**src/u16f_pkg.sv**
```systemverilog
// ----------------------------------------------------------------------------
// u16f_pkg
// Shared codes, register offsets and constants of the 16550-style UART core
// ----------------------------------------------------------------------------
package u16f_pkg;

  // item codes
  localparam logic [1:0] OP_TICK  = 2'd0;
  localparam logic [1:0] OP_READ  = 2'd1;
  localparam logic [1:0] OP_WRITE = 2'd2;
  localparam logic [1:0] OP_RX    = 2'd3;

  // register offsets
  localparam logic [2:0] REG_RBR = 3'd0;
  localparam logic [2:0] REG_IER = 3'd1;
  localparam logic [2:0] REG_IIR = 3'd2;
  localparam logic [2:0] REG_LCR = 3'd3;
  localparam logic [2:0] REG_MCR = 3'd4;
  localparam logic [2:0] REG_LSR = 3'd5;
  localparam logic [2:0] REG_MSR = 3'd6;
  localparam logic [2:0] REG_SCR = 3'd7;

  // interrupt identification codes
  localparam logic [7:0] IIR_NONE     = 8'h01;
  localparam logic [7:0] IIR_THRE     = 8'h02;
  localparam logic [7:0] IIR_RX_LEVEL = 8'h04;
  localparam logic [7:0] IIR_TIMEOUT  = 8'h0C;
  localparam logic [7:0] IIR_FIFO_ON  = 8'hC0;
  localparam logic [7:0] MSR_VALUE    = 8'hB0;

  localparam logic [4:0] TX_FULL = 5'd17;

  // character time = floor(div * 2097917 / 46080), 46080 = 1024 * 45
  localparam int          CT_W        = 22;
  localparam logic [21:0] CT_SCALE    = 22'd2097917;
  localparam int          CT_SHIFT    = 10;
  localparam logic [27:0] CT_RECIP    = 28'd190887436;
  localparam int          CT_RSHIFT   = 33;

  localparam logic [4:0] RX_TRIG [4] = '{5'd1, 5'd4, 5'd8, 5'd14};

  typedef logic [CT_W-1:0] char_time_t;

  function automatic logic [4:0] rx_trigger(input logic [7:0] fcr);
    logic [4:0] lvl;
    lvl = fcr[0] ? RX_TRIG[fcr[7:6]] : 5'd1;
    return lvl;
  endfunction

endpackage

```
**src/u16f_char_time.sv**
```systemverilog
// ----------------------------------------------------------------------------
// u16f_char_time
// Three-stage pipeline turning the divisor latch into a character time
// ----------------------------------------------------------------------------
module u16f_char_time (
  input  logic                   clk,
  input  logic [7:0]             dll,
  input  logic [7:0]             dlm,
  output u16f_pkg::char_time_t   char_time
);
  import u16f_pkg::*;

  logic [15:0] div;
  logic [37:0] prod_r;
  logic [27:0] quot;
  logic [39:0] ph_r;
  logic [43:0] pl_r;
  logic [54:0] sum;
  char_time_t  ct_r;

  always_comb begin
    div = {dlm, dll};
    if (div == 16'd0) begin
      div = 16'd1;
    end
    quot = prod_r[CT_SHIFT +: 28];
    sum  = 55'({ph_r, 16'd0}) + 55'(pl_r);
  end

  always_ff @(posedge clk) begin
    prod_r <= 38'(div) * 38'(CT_SCALE);
    ph_r   <= 40'(quot[27:16]) * 40'(CT_RECIP);
    pl_r   <= 44'(quot[15:0]) * 44'(CT_RECIP);
    ct_r   <= sum[CT_RSHIFT +: CT_W];
  end

  assign char_time = ct_r;

endmodule

```
**src/uart_16550_fifo_core_unit.sv**
```systemverilog
// ----------------------------------------------------------------------------
// uart_16550_fifo_core_unit
// 16550-style UART register model with receive FIFO and transmit timing
// ----------------------------------------------------------------------------
// Takes one item (tick, register read, register write or received byte) per
// clock and returns one result for it in the cycle after the transfer. A new
// item can follow in every cycle as long as the result side takes each result.
// A waiting result holds off the input. The interrupt line is decoded from the
// registered state, which always matches the result on offer. The character
// time comes from a three-stage pipeline (divisor multiply, reciprocal multiply
// split in two halves, sum). After reset, and after every write to the divisor
// latch, the input is held off while that pipeline settles. The result of a
// divisor latch write is also held back until then. The receive FIFO is a
// 16-entry memory with one write port and one read port.
module uart_16550_fifo_core_unit #(
  parameter int RX_DEPTH = 16
) (
  input  logic       clk,
  input  logic       rst_n,
  input  logic       in_valid,
  output logic       in_ready,
  input  logic [1:0] in_op,
  input  logic [2:0] in_reg_req,
  input  logic [7:0] in_data,
  output logic       out_valid,
  input  logic       out_ready,
  output logic [7:0] out_read_data,
  output logic       out_irq,
  output logic       out_tx_valid,
  output logic [7:0] out_tx_data
);
  import u16f_pkg::*;

  localparam int RX_AW = $clog2(RX_DEPTH);
  localparam int RX_CW = $clog2(RX_DEPTH + 1);

  logic [7:0]       dll_r, dll_nxt, dlm_r, dlm_nxt, lcr_r, lcr_nxt;
  logic [7:0]       mcr_r, mcr_nxt, scr_r, scr_nxt, fcr_r, fcr_nxt;
  logic [3:0]       ier_r, ier_nxt;
  logic [RX_AW-1:0] rx_head_r, rx_head_nxt;
  logic [RX_CW-1:0] rx_count_r, rx_count_nxt;
  logic [4:0]       tx_count_r, tx_count_nxt;
  logic             thre_r, thre_nxt;
  logic [47:0]      cc_r, cc_nxt, tx_due_r, tx_due_nxt, rx_moved_r, rx_moved_nxt;
  logic [1:0]       busy_r;

  logic [7:0]       rx_mem [RX_DEPTH];
  logic [RX_AW-1:0] rx_wr_addr;

  logic             out_valid_r, rd_sel_mem_r, tx_valid_r;
  logic [7:0]       rd_mem_r, rd_reg_r, tx_data_r;

  char_time_t       char_time;
  logic             in_acc, dlab, div_write, rx_push;
  logic             level_cur, timeout_cur;
  logic [48:0]      deadline;
  logic [47:0]      cc_inc;
  logic [7:0]       fifo_bits, rd_val;
  logic             rd_mem_sel, txv;

  u16f_char_time u_char_time (
    .clk       (clk),
    .dll       (dll_r),
    .dlm       (dlm_r),
    .char_time (char_time)
  );

  assign in_ready   = (busy_r == 2'd0) && (!out_valid_r || out_ready);
  assign in_acc     = in_valid && in_ready;
  assign dlab       = lcr_r[7];
  assign div_write  = (in_op == OP_WRITE) && dlab &&
                      ((in_reg_req == REG_RBR) || (in_reg_req == REG_IER));
  assign rx_push    = (in_op == OP_RX) && (rx_count_r != RX_CW'(RX_DEPTH));
  assign rx_wr_addr = rx_head_r + rx_count_r[RX_AW-1:0];
  assign deadline   = {1'b0, rx_moved_r} + {25'd0, char_time, 2'b00};
  assign cc_inc     = cc_r + 48'd1;
  assign fifo_bits  = fcr_r[0] ? IIR_FIFO_ON : 8'h00;
  assign level_cur  = rx_count_r >= RX_CW'(rx_trigger(fcr_r));
  assign timeout_cur = (rx_count_r != '0) && ({1'b0, cc_r} >= deadline);

  always_comb begin
    dll_nxt      = dll_r;
    dlm_nxt      = dlm_r;
    lcr_nxt      = lcr_r;
    mcr_nxt      = mcr_r;
    scr_nxt      = scr_r;
    fcr_nxt      = fcr_r;
    ier_nxt      = ier_r;
    rx_head_nxt  = rx_head_r;
    rx_count_nxt = rx_count_r;
    tx_count_nxt = tx_count_r;
    thre_nxt     = thre_r;
    cc_nxt       = cc_r;
    tx_due_nxt   = tx_due_r;
    rx_moved_nxt = rx_moved_r;
    rd_val       = 8'h00;
    rd_mem_sel   = 1'b0;
    txv          = 1'b0;
    case (in_op)
      OP_TICK: begin
        cc_nxt = cc_inc;
        if ((tx_count_r != 5'd0) && (cc_inc >= tx_due_r)) begin
          tx_count_nxt = tx_count_r - 5'd1;
          tx_due_nxt   = tx_due_r + 48'(char_time);
          if (tx_count_r == 5'd1) begin
            thre_nxt = 1'b1;
          end
        end
      end
      OP_READ: begin
        case (in_reg_req)
          REG_RBR: begin
            if (dlab) begin
              rd_val = dll_r;
            end else if (rx_count_r != '0) begin
              rd_mem_sel   = 1'b1;
              rx_head_nxt  = rx_head_r + 1'b1;
              rx_count_nxt = rx_count_r - 1'b1;
              rx_moved_nxt = cc_r;
            end
          end
          REG_IER: rd_val = dlab ? dlm_r : {4'd0, ier_r};
          REG_IIR: begin
            if (ier_r[0] && level_cur) begin
              rd_val = fifo_bits | IIR_RX_LEVEL;
            end else if (ier_r[0] && timeout_cur) begin
              rd_val = fifo_bits | IIR_TIMEOUT;
            end else if (ier_r[1] && thre_r) begin
              rd_val   = fifo_bits | IIR_THRE;
              thre_nxt = 1'b0;
            end else begin
              rd_val = fifo_bits | IIR_NONE;
            end
          end
          REG_LCR: rd_val = lcr_r;
          REG_MCR: rd_val = mcr_r;
          REG_LSR: rd_val = {1'b0, tx_count_r == 5'd0, tx_count_r == 5'd0, 4'd0,
                             rx_count_r != '0};
          REG_MSR: rd_val = MSR_VALUE;
          default: rd_val = scr_r;
        endcase
      end
      OP_WRITE: begin
        case (in_reg_req)
          REG_RBR: begin
            if (dlab) begin
              dll_nxt = in_data;
            end else begin
              if (tx_count_r == 5'd0) begin
                tx_due_nxt = cc_r + 48'(char_time);
              end
              if (tx_count_r < TX_FULL) begin
                tx_count_nxt = tx_count_r + 5'd1;
              end
              thre_nxt = 1'b0;
              txv      = 1'b1;
            end
          end
          REG_IER: begin
            if (dlab) begin
              dlm_nxt = in_data;
            end else begin
              if (in_data[1] && !ier_r[1] && (tx_count_r == 5'd0)) begin
                thre_nxt = 1'b1;
              end
              ier_nxt = in_data[3:0];
            end
          end
          REG_IIR: begin
            fcr_nxt = in_data;
            if (in_data[1]) begin
              rx_count_nxt = '0;
              rx_head_nxt  = '0;
            end
            if (in_data[2]) begin
              tx_count_nxt = 5'd0;
            end
          end
          REG_LCR: lcr_nxt = in_data;
          REG_MCR: mcr_nxt = in_data;
          REG_SCR: scr_nxt = in_data;
          default: ;
        endcase
      end
      OP_RX: begin
        if (rx_push) begin
          rx_count_nxt = rx_count_r + 1'b1;
        end
        rx_moved_nxt = cc_r;
      end
      default: ;
    endcase
  end

  always_ff @(posedge clk) begin
    if (!rst_n) begin
      dll_r       <= 8'h00;
      dlm_r       <= 8'h00;
      lcr_r       <= 8'h00;
      mcr_r       <= 8'h00;
      scr_r       <= 8'h00;
      fcr_r       <= 8'h00;
      ier_r       <= 4'h0;
      rx_head_r   <= '0;
      rx_count_r  <= '0;
      tx_count_r  <= 5'd0;
      thre_r      <= 1'b0;
      cc_r        <= 48'd0;
      tx_due_r    <= 48'd0;
      rx_moved_r  <= 48'd0;
      busy_r      <= 2'd3;
      out_valid_r <= 1'b0;
    end else begin
      if (busy_r != 2'd0) begin
        busy_r <= busy_r - 2'd1;
      end else if (in_acc && div_write) begin
        busy_r <= 2'd3;
      end
      if (in_acc) begin
        dll_r       <= dll_nxt;
        dlm_r       <= dlm_nxt;
        lcr_r       <= lcr_nxt;
        mcr_r       <= mcr_nxt;
        scr_r       <= scr_nxt;
        fcr_r       <= fcr_nxt;
        ier_r       <= ier_nxt;
        rx_head_r   <= rx_head_nxt;
        rx_count_r  <= rx_count_nxt;
        tx_count_r  <= tx_count_nxt;
        thre_r      <= thre_nxt;
        cc_r        <= cc_nxt;
        tx_due_r    <= tx_due_nxt;
        rx_moved_r  <= rx_moved_nxt;
        out_valid_r <= 1'b1;
      end else if (out_valid && out_ready) begin
        out_valid_r <= 1'b0;
      end
    end
  end

  // receive fifo storage and result register
  always_ff @(posedge clk) begin
    if (in_acc && rx_push) begin
      rx_mem[rx_wr_addr] <= in_data;
    end
    if (in_acc) begin
      rd_mem_r     <= rx_mem[rx_head_r];
      rd_sel_mem_r <= rd_mem_sel;
      rd_reg_r     <= rd_val;
      tx_valid_r   <= txv;
      tx_data_r    <= txv ? in_data : 8'h00;
    end
  end

  // result waits until the character time matches the divisor latch
  assign out_valid     = out_valid_r && (busy_r == 2'd0);
  assign out_read_data = rd_sel_mem_r ? rd_mem_r : rd_reg_r;
  assign out_irq       = (ier_r[0] && (level_cur || timeout_cur)) || (ier_r[1] && thre_r);
  assign out_tx_valid  = tx_valid_r;
  assign out_tx_data   = tx_data_r;

endmodule

```
**config.mk**
```make
export PLATFORM = sky130hd
export DESIGN_NAME = uart_16550_fifo_core_unit
export DESIGN_NICKNAME = d
export VERILOG_FILES = /design/src/u16f_pkg.sv /design/src/u16f_char_time.sv /design/src/uart_16550_fifo_core_unit.sv
export SDC_FILE = /design/constraint.sdc
export NUM_CORES = 2
export LEC_CHECK = 0
export ABC_AREA = 1
export BUFFER_PORTS_ARGS = -buffer_cell sky130_fd_sc_hd__buf_2
export CAP_MARGIN = 20
export CORE_MARGIN = 3
export CORE_UTILIZATION = 55
export DETAILED_ROUTE_END_ITERATION = 10
export PLACE_DENSITY = 0.71
export REMOVE_ABC_BUFFERS = 1
export SETUP_SLACK_MARGIN = 0.1
export SLEW_MARGIN = 40
export SYNTH_ARGS = -nofsm -noshare
export SYNTH_HDL_FRONTEND = slang
export SYNTH_HIERARCHICAL = 1
export SYNTH_SLANG_ARGS = --single-unit
```
**constraint.sdc**
```tcl
create_clock -name clk -period 13.5 [get_ports clk]
set_input_delay 0.675 -clock clk [delete_from_list [all_inputs] [get_ports clk]]
set_output_delay 0.675 -clock clk [all_outputs]
set_load 0.02 [all_outputs]
```
# Yosys cells after proc, flatten, opt, wreduce, memory -nomap -nowiden
# Memory sizes are Yosys's and may differ from the RTL's. A register that Yosys moved wholly into a read port is not among the register bits.
# Index checks and enable logic that the tools add are counted.
# Widths: inputs -> output; s select.
# classes
add_sub_neg,12
n_mul,3
order_cmp,5
eq_ne,34
mux,62
n_bitwise,4
reduce_logical,53
# ops
operator,n
$mux 48,7
$pmux 48 s2,2
$add 48x22->48,2
$mux 5,13
$pmux 8 s7,1
$add 55x44->55,1
$add 48x24->49,1
$ge 48x49->1,1
$add 48x1->48 const B,1
$ge 48x48->1,1
$mul 16x26->42 const B,1
$mul 16x22->38 const B,1
$mul 12x26->37 const B,1
$mux 8,4
$mux 4,7
$ne 2x2->1 const B,12
$pmux 5 s2,2
$logic_and 1x1->1,17
$mux 1,17
$logic_not 16->1,1
$mux 16,1
$pmux 5 s3,1
$reduce_and 7->1,2
$eq 3x3->1 const B,4
41 further kinds,72
# totals
reg_bits,371
ramBits,128
input_bits,17
out_inout_bits,20
elab_cells,198
mem_count,1
# memory_table
memory,words,width,rd,rd_clocked_by_memory_dff,wr,line,rtl
rx_mem,16,8,1,1,1,uart_16550_fifo_core_unit.sv:47,logic [7:0] rx_mem [RX_DEPTH];

# Logic depth before layout (Yosys ltp)
# logic_depth
depth_word,10
depth_mapped,37
mapped_depth_nobuf,37

# By module
# Netlist, hierarchy kept.
# modules_own_cells
mod,instances,cells_per_inst,area_per_inst_um2,seq_area_each_um2
uart_16550_fifo_core_unit,1,2855,22271.4,8808.4
u16f_char_time,1,2334,18796.8,2262.2

# Least setup slack after synthesis
# Ideal clock, no wire load.
# synth_path
path_type,reg2reg
start,reg dll_r[2]
end,reg u_char_time.prod_r[30]
setup_time_ns,0.119
arrival_ns,5.768
required_ns,13.381
slack_ns,7.613
stages_incl_launch_ff,30
path_buffers,1
period_less_slack_ns,5.887
path_cell_list,dfxtp_1 -> inv_1 -> ha_1 -> nand2_1 -> nor2_1 -> nand3_1 -> nor2_1 -> buf_2 -> o21ai_0 -> nand2_1 -> inv_1 -> ha_1 -> inv_1 -> nand2_1 -> fa_1 -> fa_1 -> inv_1 -> fa_1 -> inv_1 -> fa_1 -> fa_1 -> ha_1 -> a21o_1 -> a21boi_0 -> o21ai_0 -> a21oi_2 -> o21bai_2 -> nand2_1 -> nand2_1 -> xor2_1
# synth_via
elab_chain_len,3
# synth_rtl
item,line,rtl
"start, declared",uart_16550_fifo_core_unit.sv:37,"logic [7:0] dll_r, dll_nxt, dlm_r, dlm_nxt, lcr_r, lcr_nxt;"
"start signal, assigned",uart_16550_fifo_core_unit.sv:220,dll_r <= dll_nxt;
$logic_not 16->1,u16f_char_time.sv:23,if (div == 16'd0) begin
$mux 16 *,u16f_char_time.sv:23,
$mul 16x22->38 *,u16f_char_time.sv:31,prod_r <= 38'(div) * 38'(CT_SCALE);
"end signal, assigned",u16f_char_time.sv:31,
"end, declared",u16f_char_time.sv:14,logic [37:0] prod_r;
# Every way passes the cells marked *; elsewhere a longest branch is shown, timed or not.
# A chain may end at the register's enable or synchronous reset.

# Worst setup path after layout
# layout_path
start,reg dll_r[2]
end,reg u_char_time.prod_r[29]
# Same word-level chain as after synthesis.

==> flow_metrics.tcl <==
set metrics [dict create \
    fin_tns_setup_ns 0 \
    nFillCells 6730 \
    outcome "completed" \
    post_route_cells_drive_above_1_share_pct 4.917 \
    fp-row-count 99 \
    clk_pin_slew_ns 0.06 \
    grt-ovfl-total 0 \
    ys.flop_type "dfxtp_1" \
    drt_iter0_drc 2366 \
    r2r_slack_ns 6.77 \
    critPathTopFamily "adder cells" \
    core_um2 73450 \
    ir_worst_vdd_mv 0.08391 \
    grt_first_pass_wirelength_mm 181.0 \
    synth.distinct_cells 68 \
    r2r-end "u_char_time/prod_r[29]" \
    ys_ff_latch 476 \
    critPathCapture "u_char_time/prod_r[29]" \
    rsz0062_at_grt "no" \
    antenna_left 0 \
    cts_buffers 53 \
    cp.depth 31 \
    cts_setup_buffers 0 \
    cp-start-kind "flop" \
    dieArea_um2 77980 \
    startpoint "dll_r[2]" \
    reg2regPathDepth 31 \
    synth_common_cells "inv_1 (865), nand2_1 (829), nor2_1 (550), ha_1 (529), a21oi_1 (383)" \
    pin_count 37 \
    cp_common_cell "nand2_1" \
    chipWidth_um 279.3 \
    path_class "flop to flop" \
    synth_top_area_cell "ha_1" \
    start_util_pct 55.91 \
    syn_area_per_cell_um2 7.914 \
    cp-end-kind "flop" \
    multi_input_area_um2 26250 \
    grt_pass1_vias 33500 \
    p_per_area_nw_per_um2 71.74 \
    fin_util_pct 59.71 \
    drv_slew 0 \
    fin_crit_sh_pct 49.82 \
    drc 0 \
    synth_top_area_share_pct 16.12 \
    synth_area_leaders "ha_1 (16%), dfxtp_1 (16%), edfxtp_1 (11%)" \
    yosys.cell_count.top_type "inv_1" \
    antenna_found_initial 5 \
    ff_latch_area_um2 11070 \
    cts-htree-levels 2 \
    slowest_delay_ns 0.55 \
    place.gp.congestion 0.9911 \
    cp_num_buf_inv 5 \
    rr_startpoint "dll_r[2]" \
    cts-root-buf "clkbuf_16" \
    hp-class "flop to flop" \
    worst_slew_pin_slew_ns 0.8337 \
    first_pass_iters 6 \
    p_leak_nw 21.13 \
    fin_cells 6189 \
    maxCapViolCount 0 \
    netlist_area_um2 41070 \
    finClkSkew_ns 0.03067 \
    cts_sinks 476 \
    cts_hold_buf 0 \
    arrival_ns 7.23 \
    wire_per_inst_um 18.41 \
    max_freq_mhz 148.7 \
    cp_max_fo 13 \
    dp_hpwl_mm 92.22 \
    clk_latency_ns 0.61 \
    seq_area_frac_synth_pct 26.96 \
    synth_enable_flop_cells 154 \
    final-hold-violation-count 0 \
    synthCells 5189 \
    vias_per_cell 5.509 \
    ctsResizeCount 0 \
    clk_path_buf_depth 3 \
    port-buffer-count 36 \
    crit_slowest_cell "fa_1" \
    route.vias.total 34090 \
    drt-total-wl_mm 113.9 \
    post-place-cells 6088 \
    yosysWarnings 6 \
    slew_headroom_pct 44.21 \
    groute.usage.overall_pct 29.29 \
    cp_data_required_time_ns 14.01 \
    nets 5948 \
    die_h_um 279.3 \
    min_period_ns 6.726 \
    syn_to_final_growth_pct 6.797 \
    grt_max_degree 97 \
    setup_viol_count_final 0 \
    cts_tree "yes" \
    async_flop_share_pct 0 \
]
==> worst reg2reg max path: cells and delay by family, from the launching register on <==
kind / cells / cell delay [ns]
fa+ha+maj: 8 / 3.21
buf+inv: 5 / 0.37
simple gates: 14 / 1.87
compound gates: 4 / 0.74
flops: 1 / 0.41
==> placed cells by master (no fill, tap or decap), types with 29 or more instances in the layout <==
master,netlist,layout
o21ai_0,363,363
clkbuf_16,0,53
xor2_1,167,167
nor3_1,61,60
fa_1,218,218
a21oi_1,383,383
xnor2_1,58,58
dfxtp_1,322,320
inv_1,865,863
nand3_1,148,148
nand4_1,47,47
edfxtp_1,154,154
buf_2,12,35
ha_1,529,529
nor2_1,550,538
o221ai_1,29,29
nand2_1,829,829
==> state kept, by name (all words and copies together), names as in the netlist, 2 cells and up <==
signal and count:
rx_mem 128, cc_r 48, rx_moved_r 48, tx_due_r 48
u_char_time/ph_r 37, u_char_time/prod_r 28, u_char_time/pl_r 26, u_char_time/char_time 22
dll_r 8, dlm_r 8, lcr_r 8, mcr_r 8
out_tx_data 8, rd_mem_r 8, rd_reg_r 8, scr_r 8
rx_count_r 5, tx_count_r 5, ier_r 4, rx_head_r 4
fcr_r 3, busy_r 2
==> metal layers <==
layer / track usage, % / part of all wire (%) / vias up
li1: - / - / 17040
met1: 38.26 / 43 / 15880
met2: 48.79 / 46 / 933
met3: 3.219 / 5.1 / 239
met4: 13.90 / 5.3 / 0
met5: 0 / 0 / -
==> stage by stage <==
| step | setup slack (ns) | hold WS [ns] | area [um^2] | power (mW) |
|---|---|---|---|---|
| after floorplan | 7.399 | 0.3910 | 40580 | 1.637 |
| after global placement | 6.712 | 0.4156 | 42040 | 1.705 |
| after detailed placement | 6.613 | 0.4211 | 42070 | 1.709 |
| after CTS | 6.558 | 0.4215 | 43820 | 3.169 |
| after global routing | 6.239 | 0.4635 | 43860 | 3.250 |
| final | 6.774 | 0.4173 | 43860 | 3.147 |
==> cell type report <==
| type | instances | share of cell area, % |
|---|---|---|
| flip-flops and latches | 476 | 25.25 |
| repair buffers | 47 | 0.6305 |
| clock inverters | 23 | 0.5991 |
| diodes | 3 | 0.01712 |
| clock buffers | 75 | 3.398 |
| multi-input cells | 3727 | 59.84 |
| well taps | 959 | 2.736 |
| inverters | 879 | 7.528 |
==> kinds of logic (layout without fill, tap and decap cells) <==
group / after synthesis / count (layout) / synth area share [%]
buffers and inverters: 986 / 1024 / 9.231
adders and majority gates: 747 / 747 / 26.74
xor gates and xnor gates: 225 / 225 / 4.798
muxes: 35 / 35 / 0.8774
AOI/OAI and AO/OA: 982 / 982 / 13.45
other: 0 / 3 / 0
and+or+nand+nor: 1738 / 1738 / 17.94
DFF: 476 / 476 / 26.96
==> how the worst min path moves through the flow <==
stage | startpoint | end | slack, ns | cells after the start
finish | u_char_time/ph_r[38] | u_char_time/char_time[21] | 0.42 | 1
global route | u_char_time/ph_r[38] | u_char_time/char_time[21] | 0.46 | 1
CTS | u_char_time/ph_r[38] | u_char_time/char_time[21] | 0.42 | 1
detailed placement | u_char_time/ph_r[38] | u_char_time/char_time[21] | 0.42 | 1
global placement | u_char_time/ph_r[38] | u_char_time/char_time[21] | 0.42 | 1
floorplan | u_char_time/prod_r[26] | u_char_time/ph_r[2] | 0.39 | 0
==> report_power, final <==
group          leakage [nW]  total (mW)  switching (mW)  internal (mW)
Clock                 0.851        1.47           0.618          0.849
Combinational          16.3       0.179           0.127         0.0520
Sequential             3.98        1.50          0.0118           1.49
Total                  21.1        3.15           0.757           2.39
Power figures use the tool's default switching activity.
